File: src/hw/rtl/stick_tilt_centering_scaler_macros.svh
// ----------------------------------------------------------------------------
// Stick/tilt centering scaler - assertion macros
// Shared concurrent assertion forms, clocked on i_clk and held off in reset.
// ----------------------------------------------------------------------------
`ifndef STICK_TILT_CENTERING_SCALER_MACROS_SVH
`define STICK_TILT_CENTERING_SCALER_MACROS_SVH

// Consequent checked in the same cycle as the antecedent
`define STCS_ASSERT_SAME(label, ante, cons, msg) \
    label: assert property (@(posedge i_clk) disable iff (!i_rst_n) (ante) |-> (cons)) \
        else $error(msg);

// Consequent checked in the cycle after the antecedent
`define STCS_ASSERT_NEXT(label, ante, cons, msg) \
    label: assert property (@(posedge i_clk) disable iff (!i_rst_n) (ante) |=> (cons)) \
        else $error(msg);

`endif

File: src/hw/rtl/stcs_pkg.sv
// ----------------------------------------------------------------------------
// Stick/tilt centering scaler - package
// Result field widths, result item layout and scaling constants.
// ----------------------------------------------------------------------------
package stcs_pkg;

    localparam int OFFSET_W    = 11;
    localparam int PCT_W       = 8;
    // Percentage magnitude never exceeds 100, so seven bits are enough
    localparam int QUO_W       = 7;
    localparam int OUT_TDATA_W = 40;
    localparam int OUT_PAD_W   = OUT_TDATA_W - 2 * OFFSET_W - 2 * PCT_W;

    localparam int OFFSET_MAX  = 1023;
    localparam int OFFSET_MIN  = -1024;

    typedef logic signed [OFFSET_W-1:0] t_offset;
    typedef logic signed [PCT_W-1:0]    t_pct;

    // Result item, offset_x in the lowest bits
    typedef struct packed {
        logic [OUT_PAD_W-1:0] pad;
        t_pct                 percent_y;
        t_pct                 percent_x;
        t_offset              offset_y;
        t_offset              offset_x;
    } t_out_item;

endpackage

File: src/hw/rtl/stick_tilt_centering_scaler.sv
// ----------------------------------------------------------------------------
// Stick/tilt centering scaler
// Tracks source mode and home position per controller sample and reports
// offsets from home plus each offset as a percentage of the available travel.
// ----------------------------------------------------------------------------
//  channel  | direction | tdata (low bit up)                     | tuser
//  s_axis   | in        | stick_x, stick_y, tilt_x, tilt_y,      | -
//           |           | mode_button, home_button, zero pad     |
//  m_axis   | out       | offset_x, offset_y, percent_x,         | source_mode
//           |           | percent_y, zero pad                    |
//
//  Each item passes through these steps in order: accept, then for each
//  axis a load state and seven restoring-divider steps (one quotient bit
//  a cycle), then a done state that hands the result to the output register.
//  A full output register stalls the block in its done state until taken;
//  a new item is accepted while the previous result still waits.
//  Reset (synchronous, active low) clears mode, button history and the
//  homed flag; the first accepted item is always captured as home.
// ----------------------------------------------------------------------------
module stick_tilt_centering_scaler #(
    parameter int STICK_BITS = 8,
    parameter int TILT_BITS  = 10
) (
    input  logic i_clk,
    input  logic i_rst_n,
    input  logic s_axis_tvalid,
    output logic s_axis_tready,
    // stick_x, stick_y, tilt_x, tilt_y, mode_button, home_button, zero pad
    input  logic [((2*STICK_BITS+2*TILT_BITS+2+7)/8)*8-1:0] s_axis_tdata,
    output logic m_axis_tvalid,
    input  logic m_axis_tready,
    // offset_x, offset_y, percent_x, percent_y, zero pad
    output logic [stcs_pkg::OUT_TDATA_W-1:0] m_axis_tdata,
    // source_mode
    output logic m_axis_tuser
);

    import stcs_pkg::*;

    localparam int DW     = (STICK_BITS > TILT_BITS) ? STICK_BITS : TILT_BITS;
    localparam int OW     = DW + 1;
    localparam int NW     = DW + QUO_W;
    localparam int CNT_W  = $clog2(QUO_W);

    localparam int SY_LSB = STICK_BITS;
    localparam int TX_LSB = 2 * STICK_BITS;
    localparam int TY_LSB = 2 * STICK_BITS + TILT_BITS;
    localparam int MB_POS = 2 * STICK_BITS + 2 * TILT_BITS;
    localparam int HB_POS = MB_POS + 1;

    localparam logic [DW-1:0]    STICK_MAX = DW'({STICK_BITS{1'b1}});
    localparam logic [DW-1:0]    TILT_MAX  = DW'({TILT_BITS{1'b1}});
    localparam logic [CNT_W-1:0] LAST_STEP = CNT_W'(QUO_W - 1);

    localparam logic [1:0] ST_IDLE = 2'd0;
    localparam logic [1:0] ST_LOAD = 2'd1;
    localparam logic [1:0] ST_DIV  = 2'd2;
    localparam logic [1:0] ST_DONE = 2'd3;

    // Control state
    logic [1:0]       r_state, n_state;
    logic             r_axis;
    logic [CNT_W-1:0] r_cnt;
    logic             r_mode;
    logic             r_prev_mb;
    logic             r_prev_hb;
    logic             r_homed;
    logic             r_out_valid;

    // Payload
    logic [STICK_BITS-1:0] r_home_sx, r_home_sy;
    logic [TILT_BITS-1:0]  r_home_tx, r_home_ty;
    logic signed [OW-1:0]  r_off_x, r_off_y;
    logic [DW-1:0]         r_den_x, r_den_y;
    logic [NW-1:0]         r_rem, r_dsh;
    logic [QUO_W-1:0]      r_quo;
    logic                  r_neg, r_zero;
    t_pct                  r_pct_x, r_pct_y;
    t_out_item             r_out_data;
    logic                  r_out_user;

    // Input field unpacking
    logic [STICK_BITS-1:0] in_sx, in_sy;
    logic [TILT_BITS-1:0]  in_tx, in_ty;
    logic                  in_mb, in_hb, in_acc;

    // Sample-time update
    logic                  mode_new, capture;
    logic [STICK_BITS-1:0] home_sx_new, home_sy_new;
    logic [TILT_BITS-1:0]  home_tx_new, home_ty_new;
    logic [DW-1:0]         act_x, act_y, home_x, home_y, max_v;
    logic signed [OW-1:0]  off_x, off_y;
    logic [DW-1:0]         den_x, den_y;

    // Divider
    logic signed [OW-1:0]  sel_off;
    logic [OW-1:0]         off_u, mag_full;
    logic [DW-1:0]         sel_den, mag;
    logic [NW-1:0]         rem_init, dsh_init;
    logic                  ge;
    logic [QUO_W-1:0]      q_next;
    logic [PCT_W-1:0]      pct_mag, pct_val;
    logic                  out_load;

    function automatic t_offset sat_offset(input logic signed [31:0] v);
        t_offset res;
        if (v > OFFSET_MAX) begin
            res = t_offset'(OFFSET_MAX);
        end else if (v < OFFSET_MIN) begin
            res = t_offset'(OFFSET_MIN);
        end else begin
            res = v[OFFSET_W-1:0];
        end
        return res;
    endfunction

    // Unpack the input item
    assign in_sx  = s_axis_tdata[SY_LSB-1:0];
    assign in_sy  = s_axis_tdata[SY_LSB +: STICK_BITS];
    assign in_tx  = s_axis_tdata[TX_LSB +: TILT_BITS];
    assign in_ty  = s_axis_tdata[TY_LSB +: TILT_BITS];
    assign in_mb  = s_axis_tdata[MB_POS];
    assign in_hb  = s_axis_tdata[HB_POS];

    assign s_axis_tready = (r_state == ST_IDLE);
    assign in_acc        = s_axis_tvalid & s_axis_tready;

    // Toggle mode on a mode button press, capture home on a home press or first item
    assign mode_new    = r_mode ^ (in_mb & ~r_prev_mb);
    assign capture     = (in_hb & ~r_prev_hb) | ~r_homed;
    assign home_sx_new = capture ? in_sx : r_home_sx;
    assign home_sy_new = capture ? in_sy : r_home_sy;
    assign home_tx_new = capture ? in_tx : r_home_tx;
    assign home_ty_new = capture ? in_ty : r_home_ty;

    // Select the active source and form offsets and divisors
    assign act_x  = mode_new ? DW'(in_tx) : DW'(in_sx);
    assign act_y  = mode_new ? DW'(in_ty) : DW'(in_sy);
    assign home_x = mode_new ? DW'(home_tx_new) : DW'(home_sx_new);
    assign home_y = mode_new ? DW'(home_ty_new) : DW'(home_sy_new);
    assign max_v  = mode_new ? TILT_MAX : STICK_MAX;

    assign off_x = $signed({1'b0, act_x}) - $signed({1'b0, home_x});
    assign off_y = $signed({1'b0, act_y}) - $signed({1'b0, home_y});
    assign den_x = (!off_x[OW-1] && (off_x != '0)) ? (max_v - home_x) : home_x;
    assign den_y = (!off_y[OW-1] && (off_y != '0)) ? (max_v - home_y) : home_y;

    // Divider load: numerator is |offset| * 100, divisor aligned to the top quotient bit
    assign sel_off  = r_axis ? r_off_y : r_off_x;
    assign sel_den  = r_axis ? r_den_y : r_den_x;
    assign off_u    = sel_off;
    assign mag_full = off_u[OW-1] ? (~off_u + 1'b1) : off_u;
    assign mag      = mag_full[DW-1:0];
    assign rem_init = (NW'(mag) << 6) + (NW'(mag) << 5) + (NW'(mag) << 2);
    assign dsh_init = NW'(sel_den) << (QUO_W - 1);

    // One restoring step per cycle
    assign ge      = (r_rem >= r_dsh);
    assign q_next  = {r_quo[QUO_W-2:0], ge};
    assign pct_mag = PCT_W'(q_next);
    assign pct_val = r_zero ? '0 : (r_neg ? (~pct_mag + 1'b1) : pct_mag);

    assign out_load = (r_state == ST_DONE) && (!r_out_valid || m_axis_tready);

    // Sequence the two axes through the shared divider
    always_comb begin
        n_state = r_state;
        unique case (r_state)
            ST_IDLE: begin
                if (in_acc) begin
                    n_state = ST_LOAD;
                end
            end
            ST_LOAD: begin
                n_state = ST_DIV;
            end
            ST_DIV: begin
                if (r_cnt == LAST_STEP) begin
                    n_state = r_axis ? ST_DONE : ST_LOAD;
                end
            end
            ST_DONE: begin
                if (out_load) begin
                    n_state = ST_IDLE;
                end
            end
            default: begin
                n_state = ST_IDLE;
            end
        endcase
    end

    // Control registers
    always_ff @(posedge i_clk) begin
        if (!i_rst_n) begin
            r_state     <= ST_IDLE;
            r_axis      <= 1'b0;
            r_cnt       <= '0;
            r_mode      <= 1'b0;
            r_prev_mb   <= 1'b0;
            r_prev_hb   <= 1'b0;
            r_homed     <= 1'b0;
            r_out_valid <= 1'b0;
        end else begin
            r_state <= n_state;
            if (in_acc) begin
                r_mode    <= mode_new;
                r_prev_mb <= in_mb;
                r_prev_hb <= in_hb;
                r_homed   <= 1'b1;
                r_axis    <= 1'b0;
            end
            if (r_state == ST_LOAD) begin
                r_cnt <= '0;
            end else if (r_state == ST_DIV) begin
                r_cnt <= r_cnt + 1'b1;
                if (r_cnt == LAST_STEP) begin
                    r_axis <= 1'b1;
                end
            end
            // Hold the result until the output side takes it
            if (out_load) begin
                r_out_valid <= 1'b1;
            end else if (m_axis_tready) begin
                r_out_valid <= 1'b0;
            end
        end
    end

    // Payload registers
    always_ff @(posedge i_clk) begin
        if (in_acc) begin
            r_home_sx <= home_sx_new;
            r_home_sy <= home_sy_new;
            r_home_tx <= home_tx_new;
            r_home_ty <= home_ty_new;
            r_off_x   <= off_x;
            r_off_y   <= off_y;
            r_den_x   <= den_x;
            r_den_y   <= den_y;
        end
        if (r_state == ST_LOAD) begin
            r_rem  <= rem_init;
            r_dsh  <= dsh_init;
            r_quo  <= '0;
            r_neg  <= sel_off[OW-1];
            r_zero <= (sel_off == '0);
        end else if (r_state == ST_DIV) begin
            if (ge) begin
                r_rem <= r_rem - r_dsh;
            end
            r_dsh <= r_dsh >> 1;
            r_quo <= q_next;
            if (r_cnt == LAST_STEP) begin
                if (r_axis) begin
                    r_pct_y <= pct_val;
                end else begin
                    r_pct_x <= pct_val;
                end
            end
        end
        if (out_load) begin
            r_out_data.pad       <= '0;
            r_out_data.percent_y <= r_pct_y;
            r_out_data.percent_x <= r_pct_x;
            r_out_data.offset_y  <= sat_offset(32'(r_off_y));
            r_out_data.offset_x  <= sat_offset(32'(r_off_x));
            r_out_user           <= r_mode;
        end
    end

    assign m_axis_tvalid = r_out_valid;
    assign m_axis_tdata  = r_out_data;
    assign m_axis_tuser  = r_out_user;

    // Checks
    `include "stick_tilt_centering_scaler_macros.svh"

    `STCS_ASSERT_NEXT(a_accept_starts_x, s_axis_tvalid && s_axis_tready, (r_state == ST_LOAD) && !r_axis && r_homed, "accepted item did not start the X axis with home captured")
    `STCS_ASSERT_SAME(a_pct_range, m_axis_tvalid, (r_out_data.percent_x >= -8'sd100) && (r_out_data.percent_x <= 8'sd100) && (r_out_data.percent_y >= -8'sd100) && (r_out_data.percent_y <= 8'sd100), "percentage outside -100..100")
    `STCS_ASSERT_NEXT(a_done_hands_over, (r_state == ST_DONE) && (!m_axis_tvalid || m_axis_tready), m_axis_tvalid && (r_state == ST_IDLE), "finished result not handed to the output register")

endmodule
File: config.mk
export PLATFORM = sky130hd
export DESIGN_NAME = stick_tilt_centering_scaler
export DESIGN_NICKNAME = d
export VERILOG_FILES = /design/src/hw/rtl/stcs_pkg.sv /design/src/hw/rtl/stick_tilt_centering_scaler.sv
export VERILOG_INCLUDE_DIRS = /design/src /design/src/hw/rtl
export SDC_FILE = /design/constraint.sdc
export NUM_CORES = 1
export LEC_CHECK = 0
export BUFFER_PORTS_ARGS = -buffer_cell sky130_fd_sc_hd__buf_4
export CELL_PAD_IN_SITES_DETAIL_PLACEMENT = 0
export CELL_PAD_IN_SITES_GLOBAL_PLACEMENT = 1
export CORE_MARGIN = 4
export CORE_UTILIZATION = 44
export DETAILED_ROUTE_END_ITERATION = 8
export PLACE_DENSITY = 0.86
export REMOVE_ABC_BUFFERS = 1
export SLEW_MARGIN = 20
export SYNTH_ARGS = -nofsm -noshare
export SYNTH_HDL_FRONTEND = slang
export SYNTH_SLANG_ARGS = --single-unit
File: constraint.sdc
create_clock -name i_clk -period 5.1 [get_ports i_clk]
set_input_delay 0.51 -clock i_clk [delete_from_list [all_inputs] [get_ports i_clk]]
set_output_delay 0.51 -clock i_clk [all_outputs]
set_load 0.005 [all_outputs]
-- Word-level counts from Yosys, hierarchy flattened
Index checks and enable logic that the tools add are counted.
- output and inout port bits: 43
- register bits after elaboration: 185
- logic and storage cells: 117
- bits of input ports: 44
- bitwise logic cells: 13
- magnitude comparators: 5
- mux-type cells: 34
- equal/unequal tests: 7
- reductions and logical operators: 19
- add/sub/neg operators: 10
- operators with widths (operator ; number):
    $mux W10 ; 11
    $mux W17 ; 3
    $mux W11 ; 3
    $mux W16 ; 2
    $mux W8 ; 4
    $gt A11 B11 Y1 const B ; 2
    $lt A11 B11 Y1 const B ; 2
    $reduce_bool A11 Y1 ; 2
    $sub A10 B10 Y11 ; 2
    $sub A10 B10 Y10 ; 2
    $add A16 B15 Y17 ; 1
    $add A17 B12 Y17 ; 1
    $ge A17 B16 Y1 ; 1
    $sub A17 B16 Y17 ; 1
    $logic_not A11 Y1 ; 1
    $add A10 B1 Y10 const B ; 1
    $not A10 Y10 ; 1
    $add A8 B1 Y8 const B ; 1
    $mux W2 ; 4
    $not A7 Y8 ; 1
    $pmux W2 S4 ; 1
    $reduce_and A4 Y1 ; 2
    $mux W1 ; 6
    $not A1 Y1 ; 6
    other kinds (17) ; 27

-- Logic depth before layout (Yosys ltp)
Gate-level depths: netlist of run 1.
- depth after elaboration: 9
- depth in mapped cells: 20
- depth with buffers taken out: 17

-- Least setup slack after synthesis of run 1
No wires, ideal clock.
- path type: flip-flop to flip-flop
- start: register r_axis
- end: register r_rem[14], data pin
- arrival time: 4.895 ns
- path buffers: 3
- setup time: 0.160 ns
- slack: 0.045 ns
- stages on the path, launching flop included: 21
- cells stage by stage: dfxtp_1 -> buf_1 -> clkbuf_1 -> buf_1 -> mux2i_1 -> ha_1 -> o21ai_0 -> or2_2 -> nand2_1 -> xor2_1 -> inv_1 -> fa_1 -> inv_1 -> ha_1 -> a21o_1 -> a21oi_1 -> o21a_1 -> a21oi_1 -> and3_1 -> a311oi_1 -> nor3b_1
- word-level cells in the longest chain between the ends: 7
- ends and longest elaborated chain (item ; line ; source):
    from (decl) ; stick_tilt_centering_scaler.sv:62 ; logic r_axis;
    from (signal assigned) ; stick_tilt_centering_scaler.sv:197 ; r_axis <= 1'b0;
    from (signal assigned) ; stick_tilt_centering_scaler.sv:211 ; r_axis <= 1'b0;
    from (signal assigned) ; stick_tilt_centering_scaler.sv:218 ; r_axis <= 1'b1;
    $mux W11 (*) ; stick_tilt_centering_scaler.sv:149 ; assign sel_off = r_axis ? r_off_y : r_off_x;
    $not A10 Y10 ; stick_tilt_centering_scaler.sv:152 ; assign mag_full = off_u[OW-1] ? (~off_u + 1'b1) : off_u;
    $add A10 B1 Y10 ; stick_tilt_centering_scaler.sv:152 ;
    $mux W10 (*) ; stick_tilt_centering_scaler.sv:152 ;
    $add A16 B15 Y17 ; stick_tilt_centering_scaler.sv:154 ; assign rem_init = (NW'(mag) << 6) + (NW'(mag) << 5) + (NW'(mag) << 2);
    $add A17 B12 Y17 (*) ; stick_tilt_centering_scaler.sv:154 ;
    $mux W17 (*) ; stick_tilt_centering_scaler.sv:242 ; if (r_state == ST_LOAD) begin
    to (signal assigned) ; stick_tilt_centering_scaler.sv:243 ; r_rem <= rem_init;
    to (signal assigned) ; stick_tilt_centering_scaler.sv:250 ; r_rem <= r_rem - r_dsh;
    to (decl) ; stick_tilt_centering_scaler.sv:75 ; logic [NW-1:0] r_rem, r_dsh;
Every way passes the cells marked *; elsewhere a longest branch is shown, timed or not.
A chain may end at the register's enable or synchronous reset.

-- Final worst setup path of run 1
- start: register r_axis
- end: register r_rem[16], data pin
The elaborated chain is that of the path after synthesis.

==> flow_summary.json, run 1 <==
{
  "slew_headroom_pct": 43.3,
  "async_flop_share_pct": 0,
  "die_h_um": 164,
  "final_nets": 1189,
  "mostFrequentLayoutCell": "edfxtp_1",
  "clock-sinks": 185,
  "clock_latency_ps": 440,
  "io_pins": 87,
  "final_cell_mix": "edfxtp_1 (162), nand2_1 (125), buf_4 (97), inv_1 (88), nor2_1 (61)",
  "drt_wl_total_um": 21500,
  "wl_met2_um": 10600,
  "rsz0062_at_grt": "false",
  "die_w_um": 164,
  "vias_per_cell": 5.14,
  "gp_congestion": 0.834,
  "path_class": "register to register",
  "cp-end-kind": "register",
  "initial_core_util_pct": 45.1,
  "clk_path_buf_depth": 2,
  "post-dp-hpwl_um": 16000,
  "slowest_stage": "dfxtp_1",
  "diodes": 0,
  "r2r_slack_ps": 510,
  "crit_path_frequent_cell": "a21oi_1",
  "path_max_fanout": 11,
  "syn-instance-count": 1013,
  "critPathRequiredTime_ps": 5280,
  "area_growth_pct": 15.1,
  "power.total_mw": 8.35,
  "drc_errors": 0,
  "ant_nets": 0,
  "cts_tree": "yes",
  "maxCapViolations": 0,
  "layout-drive-gt1-share_pct": 15.2,
  "hold_viol_final": 0,
  "drv_slew": 0,
  "htreeDepth": 4,
  "grt_usage_pct": 16.4,
  "wl_met1_um": 9710,
  "synth_edf_count": 162,
  "dieArea_um2": 26800,
  "endpoint": "r_rem[16]",
  "p_leak_nw": 5.11,
  "finalClockSkew_ps": 12.8,
  "post_cts_buffers": 0,
  "pwr_density_cell_nw_per_um2": 679,
  "clkTransAtPathRegs_ps": 70,
  "grt_max_degree": 56,
  "timing.hold.ws_ps": 342,
  "top_layer": "met4",
  "worst_pin_slew_ps": 847,
  "core_area_um2": 23700,
  "first_global_vias": 7012,
  "synth_warnings": 0,
  "synth-seq-cells": 185,
  "dr_total_vias": 7246,
  "row_count": 56,
  "start_kind": "register",
  "syn_area_per_cell_um2": 10.5,
  "r2r_end": "r_rem[16]",
  "clock-root-buffer": "clkbuf_16",
  "postCtsHoldBufs": 0,
  "cts_resized": 0,
  "vdd_ir_drop_max_uv": 333,
  "synth-main-ff-cell": "edfxtp_1",
  "fin_util_pct": 51.9,
  "r2r-start": "r_axis",
  "critPathMaxStageDelay_ps": 620,
  "outcome": "finished, final reports clean",
  "finalSetupTns_ps": 0,
  "drtIter0Drc": 389,
  "placement.io_buffers": 82,
  "path_cells": "mux2i_1, ha_1, o21ai_0, or2_2, nand2_1, xor2_1, inv_1, fa_1, inv_1, ha_1, a21o_1, a21oi_1, o21a_1, a21oi_1, a21oi_1, a21oi_1, and3_1",
  "reg2reg_depth": 17,
  "dr_wl_met3_um": 805,
  "dr.pass1.iters": 5,
  "cts_made_buffers": 17,
  "fmax_mhz": 218,
  "seq_area_frac_synth_pct": 49.9,
  "post-route-period-util_pct": 90.0,
  "setup_violations": 0,
  "routedWlPerCell_um": 15.2,
  "antenna_found_initial": 0,
  "min_period_ps": 4590,
  "grt_overflow": 0,
  "syn-cell-area_um2": 10700,
  "cp-startpoint": "r_axis",
  "netlist-cell-type-count": 65,
  "crit_arrival_ps": 4770,
  "grt_pass1_wl_um": 35300,
  "hold_path.class": "input pin to register"
}
==> metal layers <==
layer  GRT usage [%]  up-vias
met5               0        -
met4            4.77        0
met3            3.06       25
met2            27.9      120
met1            21.5     3403
li1                -     3698
==> logic make-up (layout without fill, tap and decap cells) <==
kind of cell	after synthesis	in the layout	synth area share [%]
buffers and inverters	145	221	5.18
AND/OR/NAND/NOR	294	294	12.9
other	1	2	0.0351
XOR/XNOR	61	61	5.00
adder cells (fa/ha/maj)	68	68	8.46
flip-flops	185	185	49.9
AO/OA/AOI/OAI	184	184	11.3
multiplexers	75	75	7.23
==> sequential cells by signal (all words and copies together) (netlist names), 3 cells and up <==
name	cells
m_axis_tdata	38
r_cnt	3
r_den_x	10
r_den_y	10
r_dsh	16
r_home_sx	8
r_home_sy	8
r_home_tx	10
r_home_ty	10
r_off_x	11
r_off_y	11
r_pct_x	8
r_pct_y	8
r_quo	6
r_rem	17
==> power by group <==
group / internal (mW) / total (mW) / switching (mW)
registers: 2.30 / 2.54 / 0.241
logic: 1.90 / 4.44 / 2.54
clock network: 0.746 / 1.36 / 0.616
==> worst max-delay path, delay by kind of cell, from the launching register on <==
family                   cells  cell delay, ps
adder cells (fa/ha/maj)      3            1080
multiplexers                 1             310
XOR/XNOR                     1             320
AO/OA/AOI/OAI                7            1220
buffers and inverters        2             160
AND/OR/NAND/NOR              3             630
flip-flops                   1             620
==> cell type report <==
class | instances | area (um2)
Timing Repair Buffer | 99 | 776
Sequential cell | 185 | 5330
Fill cell | 2150 | 11400
Multi-Input combinational cell | 684 | 4840
Tap cell | 319 | 399
Clock buffer | 18 | 429
Clock inverter | 14 | 180
Inverter | 90 | 338
==> per-stage QoR <==
stage / area [um2] / instances / setup WS (ps)
finish: 12300 / 1409 / 512
global route: 12300 / 1409 / 69.1
CTS: 12300 / 1408 / 496
detailed placement: 11700 / 1376 / 335
global placement: 11700 / 1376 / 335
floorplan: 10500 / 959 / -2170
==> cells in the mapped netlist (3+ instances only) <==
| cell | instances | area, um2 |
|---|---|---|
| and2_1 | 9 | 56.3 |
| edfxtp_1 | 162 | 4860 |
| dfxtp_1 | 23 | 460 |
| a21oi_1 | 38 | 190 |
| mux2i_1 | 58 | 581 |
| o21bai_1 | 3 | 22.5 |
| or4_1 | 4 | 30.0 |
| nor2_1 | 61 | 229 |
| a31oi_1 | 5 | 31.3 |
| buf_1 | 6 | 22.5 |
| a21boi_0 | 5 | 37.5 |
| and3_1 | 4 | 25.0 |
| nor2b_1 | 17 | 106 |
| nand3_1 | 7 | 35.0 |
| xor2_1 | 25 | 219 |
| a211oi_1 | 10 | 75.1 |
| o21a_1 | 11 | 82.6 |
| inv_1 | 89 | 334 |
| o211ai_1 | 3 | 22.5 |
| o22ai_1 | 3 | 18.8 |
| or3_1 | 6 | 37.5 |
| nor3_1 | 18 | 90.1 |
| xnor2_1 | 36 | 315 |
| nand2_1 | 125 | 469 |
| nand2b_1 | 16 | 100 |
| o21ai_0 | 53 | 265 |
| nand4_1 | 5 | 31.3 |
| nor4_1 | 6 | 37.5 |
| a211o_1 | 5 | 43.8 |
| fa_1 | 7 | 140 |
| nor3b_1 | 7 | 52.6 |
| mux2_2 | 17 | 191 |
| clkbuf_1 | 46 | 173 |
| a21o_1 | 18 | 135 |
| ha_1 | 61 | 763 |
==> how the worst min path moves through the flow <==
stage,startpoint,endpoint,depth (start not counted)
floorplan,r_pct_x[0],m_axis_tdata[22],0
finish,s_axis_tdata[37],r_prev_hb,3
CTS,s_axis_tdata[37],r_prev_hb,3
global route,s_axis_tdata[37],r_prev_hb,3
global placement,r_pct_y[6],m_axis_tdata[36],0
detailed placement,r_pct_x[2],m_axis_tdata[24],0
Note: power is estimated with default switching activity, not from simulation.
==> run 2, diff against run 1 <==
--- a/config.mk
+++ b/config.mk
@@ -12,8 +12,7 @@
 export CORE_MARGIN = 4
 export CORE_UTILIZATION = 44
 export DETAILED_ROUTE_END_ITERATION = 8
-export PLACE_DENSITY = 0.86
-export REMOVE_ABC_BUFFERS = 1
+export PLACE_DENSITY = 0.81
 export SLEW_MARGIN = 20
 export SYNTH_ARGS = -nofsm -noshare
 export SYNTH_HDL_FRONTEND = slang
==> flow_summary.json, run 2 (synthesis results as in run 1) <==
{
  "path_cells": "buf_4, nor3b_1, o21ai_0, or2_2, nand2_1, xor2_1, inv_1, fa_1, inv_1, ha_1, a21o_1, a21oi_1, o21a_1, a21oi_1, and3_1, a311oi_1, nor3b_1",
  "die_w_um": 164,
  "die_h_um": 164,
  "timing.hold.ws_ps": 333,
  "postCtsHoldBufs": 0,
  "post-route-period-util_pct": 91.1,
  "critPathRequiredTime_ps": 5380,
  "clkTransAtPathRegs_ps": 80,
  "placed_cells": 1384,
  "outcome": "finished, final reports clean",
  "path_buf_inv": 3,
  "pwr_density_cell_nw_per_um2": 683,
  "dr_total_vias": 7313,
  "hold_path.class": "input pin to register",
  "instances_no_fill": 1417,
  "core_area_um2": 23700,
  "hold_viol_final": 0,
  "cts_tree": "yes",
  "diodes": 0,
  "clock-root-buffer": "clkbuf_16",
  "post-dp-hpwl_um": 17300,
  "fin_ws_ps": 455,
  "vdd_ir_drop_max_uv": 482,
  "p_leak_nw": 5.14,
  "worst_pin_slew_ps": 866,
  "grt_usage_pct": 17.6,
  "antenna_found_initial": 0,
  "slew_headroom_pct": 42.3,
  "path_max_fanout": 14,
  "initial_core_util_pct": 45.1,
  "grt_max_degree": 45,
  "gp_congestion": 0.886,
  "placed_cell_area_um2": 11700,
  "clk_path_buf_depth": 2,
  "maxCapViolations": 0,
  "finalClockSkew_ps": 16.1,
  "vias_per_cell": 5.16,
  "fin_util_pct": 52.2,
  "largest_reg_flops": 38,
  "min_period_ps": 4640,
  "post-place-ws_ps": 332,
  "final_cell_mix": "edfxtp_1 (162), nand2_1 (125), buf_4 (105), inv_1 (88), nor2_1 (61)",
  "dieArea_um2": 26800,
  "io_pins": 87,
  "cts_resized": 0,
  "cts_made_buffers": 17,
  "finalSetupTns_ps": 0,
  "design_area_um2": 12400,
  "area_growth_pct": 15.7,
  "rsz0062_at_grt": "false",
  "path_class": "register to register",
  "routedWlPerCell_um": 16.2,
  "grt_pass1_wl_um": 37000,
  "cp-end-kind": "register",
  "setup_violations": 0,
  "fmax_mhz": 215,
  "critPathTopFamily": "compound AO/OA/AOI/OAI gates",
  "mostFrequentLayoutCell": "edfxtp_1",
  "post_cts_buffers": 0,
  "clock-sinks": 185,
  "layout-drive-gt1-share_pct": 15.9,
  "final_nets": 1197,
  "ant_nets": 0,
  "drv_slew": 0,
  "clock_latency_ps": 440,
  "drt_wl_total_um": 23000,
  "placement.io_buffers": 82,
  "first_global_vias": 7069,
  "crit_arrival_ps": 4920,
  "htreeDepth": 4,
  "slowest_stage": "dfxtp_1",
  "critPathMaxStageDelay_ps": 710,
  "drc_errors": 0,
  "row_count": 56,
  "start_kind": "register",
  "power.total_mw": 8.44,
  "grt_overflow": 0,
  "drtIter0Drc": 495,
  "dr.pass1.iters": 5
}
[run 2: cell types whose count changed in the layout (fill, tap and decap cells not counted)]
cell	previous run	this run
clkinv_4	4	2
clkinv_2	0	1
bufinv_16	2	0
clkinvlp_4	0	1
inv_6	4	2
buf_4	97	105
inv_2	1	0
clkbuf_1	1	0
clkinv_8	1	5
inv_12	0	2
[run 2: path summary, 6_finish.rpt]
| kind | start | to | slack [ps] | cells after the start |
|---|---|---|---|---|
| hold reg to reg | r_pct_y[7] | m_axis_tdata[37] | 420 | 0 |
| setup reg to reg | r_axis | r_rem[14] | 460 | 17 |
| hold / removal | s_axis_tdata[36] | r_prev_mb | 330 | 3 |
| setup / recovery | r_axis | r_rem[14] | 460 | 17 |
[run 2: layout make-up]
type                            count  area, um2
Fill cell                        2183      11300
Sequential cell                   185       5330
Multi-Input combinational cell    684       4840
Timing Repair Buffer              107        836
Clock buffer                       17        425
Tap cell                          319        399
Inverter                           90        339
Clock inverter                     15        190
[run 2: power by group]
| group | internal (mW) | switching [mW] | leakage [nW] |
|---|---|---|---|
| registers | 2.30 | 0.240 | 1.70 |
| clock network | 0.672 | 0.682 | 0.294 |
| logic | 1.93 | 2.62 | 3.14 |
[run 2: worst min-delay path, stage by stage]
cell and delay (ps):
buf_4 110, nand2_1 40, a21boi_0 70
[run 2: per-layer routing]
metal  track usage (%)  share of wire, %  up-vias
li1                  -                 -     3710
met1              24.7                47     3438
met2              28.2                47      137
met3              3.26               4.3       28
met4              4.99               1.5        0
met5                 0                 0        -
==> run 3, diff against run 2 <==
--- a/config.mk
+++ b/config.mk
@@ -6,13 +6,15 @@
 export SDC_FILE = /design/constraint.sdc
 export NUM_CORES = 1
 export LEC_CHECK = 0
-export BUFFER_PORTS_ARGS = -buffer_cell sky130_fd_sc_hd__buf_4
+export BUFFER_PORTS_ARGS = -buffer_cell sky130_fd_sc_hd__buf_2
 export CELL_PAD_IN_SITES_DETAIL_PLACEMENT = 0
 export CELL_PAD_IN_SITES_GLOBAL_PLACEMENT = 1
 export CORE_MARGIN = 4
 export CORE_UTILIZATION = 44
 export DETAILED_ROUTE_END_ITERATION = 8
 export PLACE_DENSITY = 0.81
+export RECOVER_POWER = 25
+export SETUP_SLACK_MARGIN = 0.05
 export SLEW_MARGIN = 20
 export SYNTH_ARGS = -nofsm -noshare
 export SYNTH_HDL_FRONTEND = slang
==> flow_summary.json, run 3 (synthesis results as in run 1) <==
{
  "min_period_ps": 4630,
  "dr.pass1.iters": 5,
  "grt_usage_pct": 17.6,
  "p_leak_nw": 5.02,
  "clock-sinks": 185,
  "grt_overflow": 0,
  "io_pins": 87,
  "hold_path.class": "input pin to register",
  "clock-root-buffer": "clkbuf_16",
  "antenna_found_initial": 0,
  "placed_cell_area_um2": 11500,
  "cts_tree": "yes",
  "drt_wl_total_um": 22700,
  "initial_core_util_pct": 45.1,
  "vdd_ir_drop_max_uv": 472,
  "finalClockSkew_ps": 11.8,
  "post-route-period-util_pct": 90.7,
  "row_count": 56,
  "largest_reg_flops": 38,
  "r2r_slack_ps": 470,
  "mostFrequentLayoutCell": "edfxtp_1",
  "final_cell_mix": "edfxtp_1 (162), nand2_1 (125), inv_1 (88), buf_2 (68), nor2_1 (61)",
  "clock_latency_ps": 430,
  "min_to": "r_prev_mb",
  "cts_made_buffers": 17,
  "design_area_um2": 12100,
  "vias_per_cell": 5.13,
  "path_class": "register to register",
  "holdPathStages": 3,
  "final_nets": 1194,
  "routedWlPerCell_um": 16.1,
  "placement.io_buffers": 82,
  "htreeDepth": 4,
  "path_max_fanout": 18,
  "grt_pass1_wl_um": 37300,
  "start_kind": "register",
  "placed_cells": 1381,
  "instances_no_fill": 1414,
  "clkTransAtPathRegs_ps": 80,
  "hp-start": "s_axis_tdata[36]",
  "grt_max_degree": 51,
  "crit_arrival_ps": 4880,
  "timing.hold.ws_ps": 334,
  "r2r_end": "r_rem[14]",
  "pwr_density_cell_nw_per_um2": 694,
  "drv_slew": 0,
  "die_w_um": 164,
  "r2r-start": "r_axis",
  "ant_nets": 0,
  "layout-drive-gt1-share_pct": 14.2,
  "setup_violations": 0,
  "reg2reg_depth": 17,
  "rsz0062_at_grt": "false",
  "maxCapViolations": 0,
  "gp_congestion": 0.825,
  "cp-end-kind": "register",
  "fmax_mhz": 216,
  "post_cts_buffers": 0,
  "worst_pin_slew_ps": 1010,
  "outcome": "finished, final reports clean",
  "cts_resized": 0,
  "first_global_vias": 7090,
  "postCtsHoldBufs": 0,
  "core_area_um2": 23700,
  "dieArea_um2": 26800,
  "drc_errors": 0,
  "critPathRequiredTime_ps": 5360,
  "finalSetupTns_ps": 0,
  "dr_total_vias": 7247,
  "diodes": 0,
  "post-dp-hpwl_um": 17200,
  "hold_viol_final": 0,
  "area_growth_pct": 13.3,
  "die_h_um": 164,
  "drtIter0Drc": 406,
  "clk_path_buf_depth": 2,
  "cp-startpoint": "r_axis",
  "slew_headroom_pct": 32.3
}
[run 3: worst max path at each step]
stage	cells past startpoint	slack, ps	endpoint
after floorplan	20	170	r_rem[14]
after global placement	12	480	r_den_y[4]
after detailed placement	12	460	r_den_y[4]
after CTS	17	480	r_rem[14]
after global routing	16	190	r_rem[15]
final	17	470	r_rem[14]
[run 3: area by class of cell]
type | count | area (um2)
well taps | 319 | 399
inverters | 90 | 338
clock inverters | 15 | 189
fillers | 2220 | 11600
flip-flops and latches | 185 | 5330
multi-input cells | 684 | 4830
clock buffers | 17 | 425
repair buffers | 104 | 591
[run 3: per-stage QoR]
| stage | utilization [%] | worst slack (ps) | power (mW) |
|---|---|---|---|
| floorplan | - | 170 | 6.01 |
| global placement | 48.5 | 481 | 7.01 |
| detailed placement | 48.5 | 457 | 7.08 |
| CTS | 51.1 | 481 | 8.46 |
| global route | 51.1 | 190 | 9.17 |
| finish | 51.1 | 474 | 8.40 |
[run 3: power by group]
group	internal [mW]	switching [mW]	total, mW
Combinational	1.90	2.60	4.50
Clock	0.672	0.670	1.34
Sequential	2.30	0.251	2.55
[run 3: metal layers]
metal	track usage, %	vias up	routed length [um]
li1	-	3705	-
met1	24.6	3397	10700
met2	28.7	128	10900
met3	3.56	17	965
met4	3.74	0	224
met5	0	-	0
[run 3: worst max-delay path, stage by stage, from the launching register on]
cell,delay (ps)
dfxtp_1,620
buf_4,320
nor3b_1,190
o21ai_0,130
or2_2,330
nand2_1,90
xor2_1,330
inv_1,130
fa_1,540
inv_1,40
ha_1,340
a21o_1,200
a21oi_1,230
o21a_1,210
a21oi_1,110
and3_1,190
a311oi_1,210
nor3b_1,230
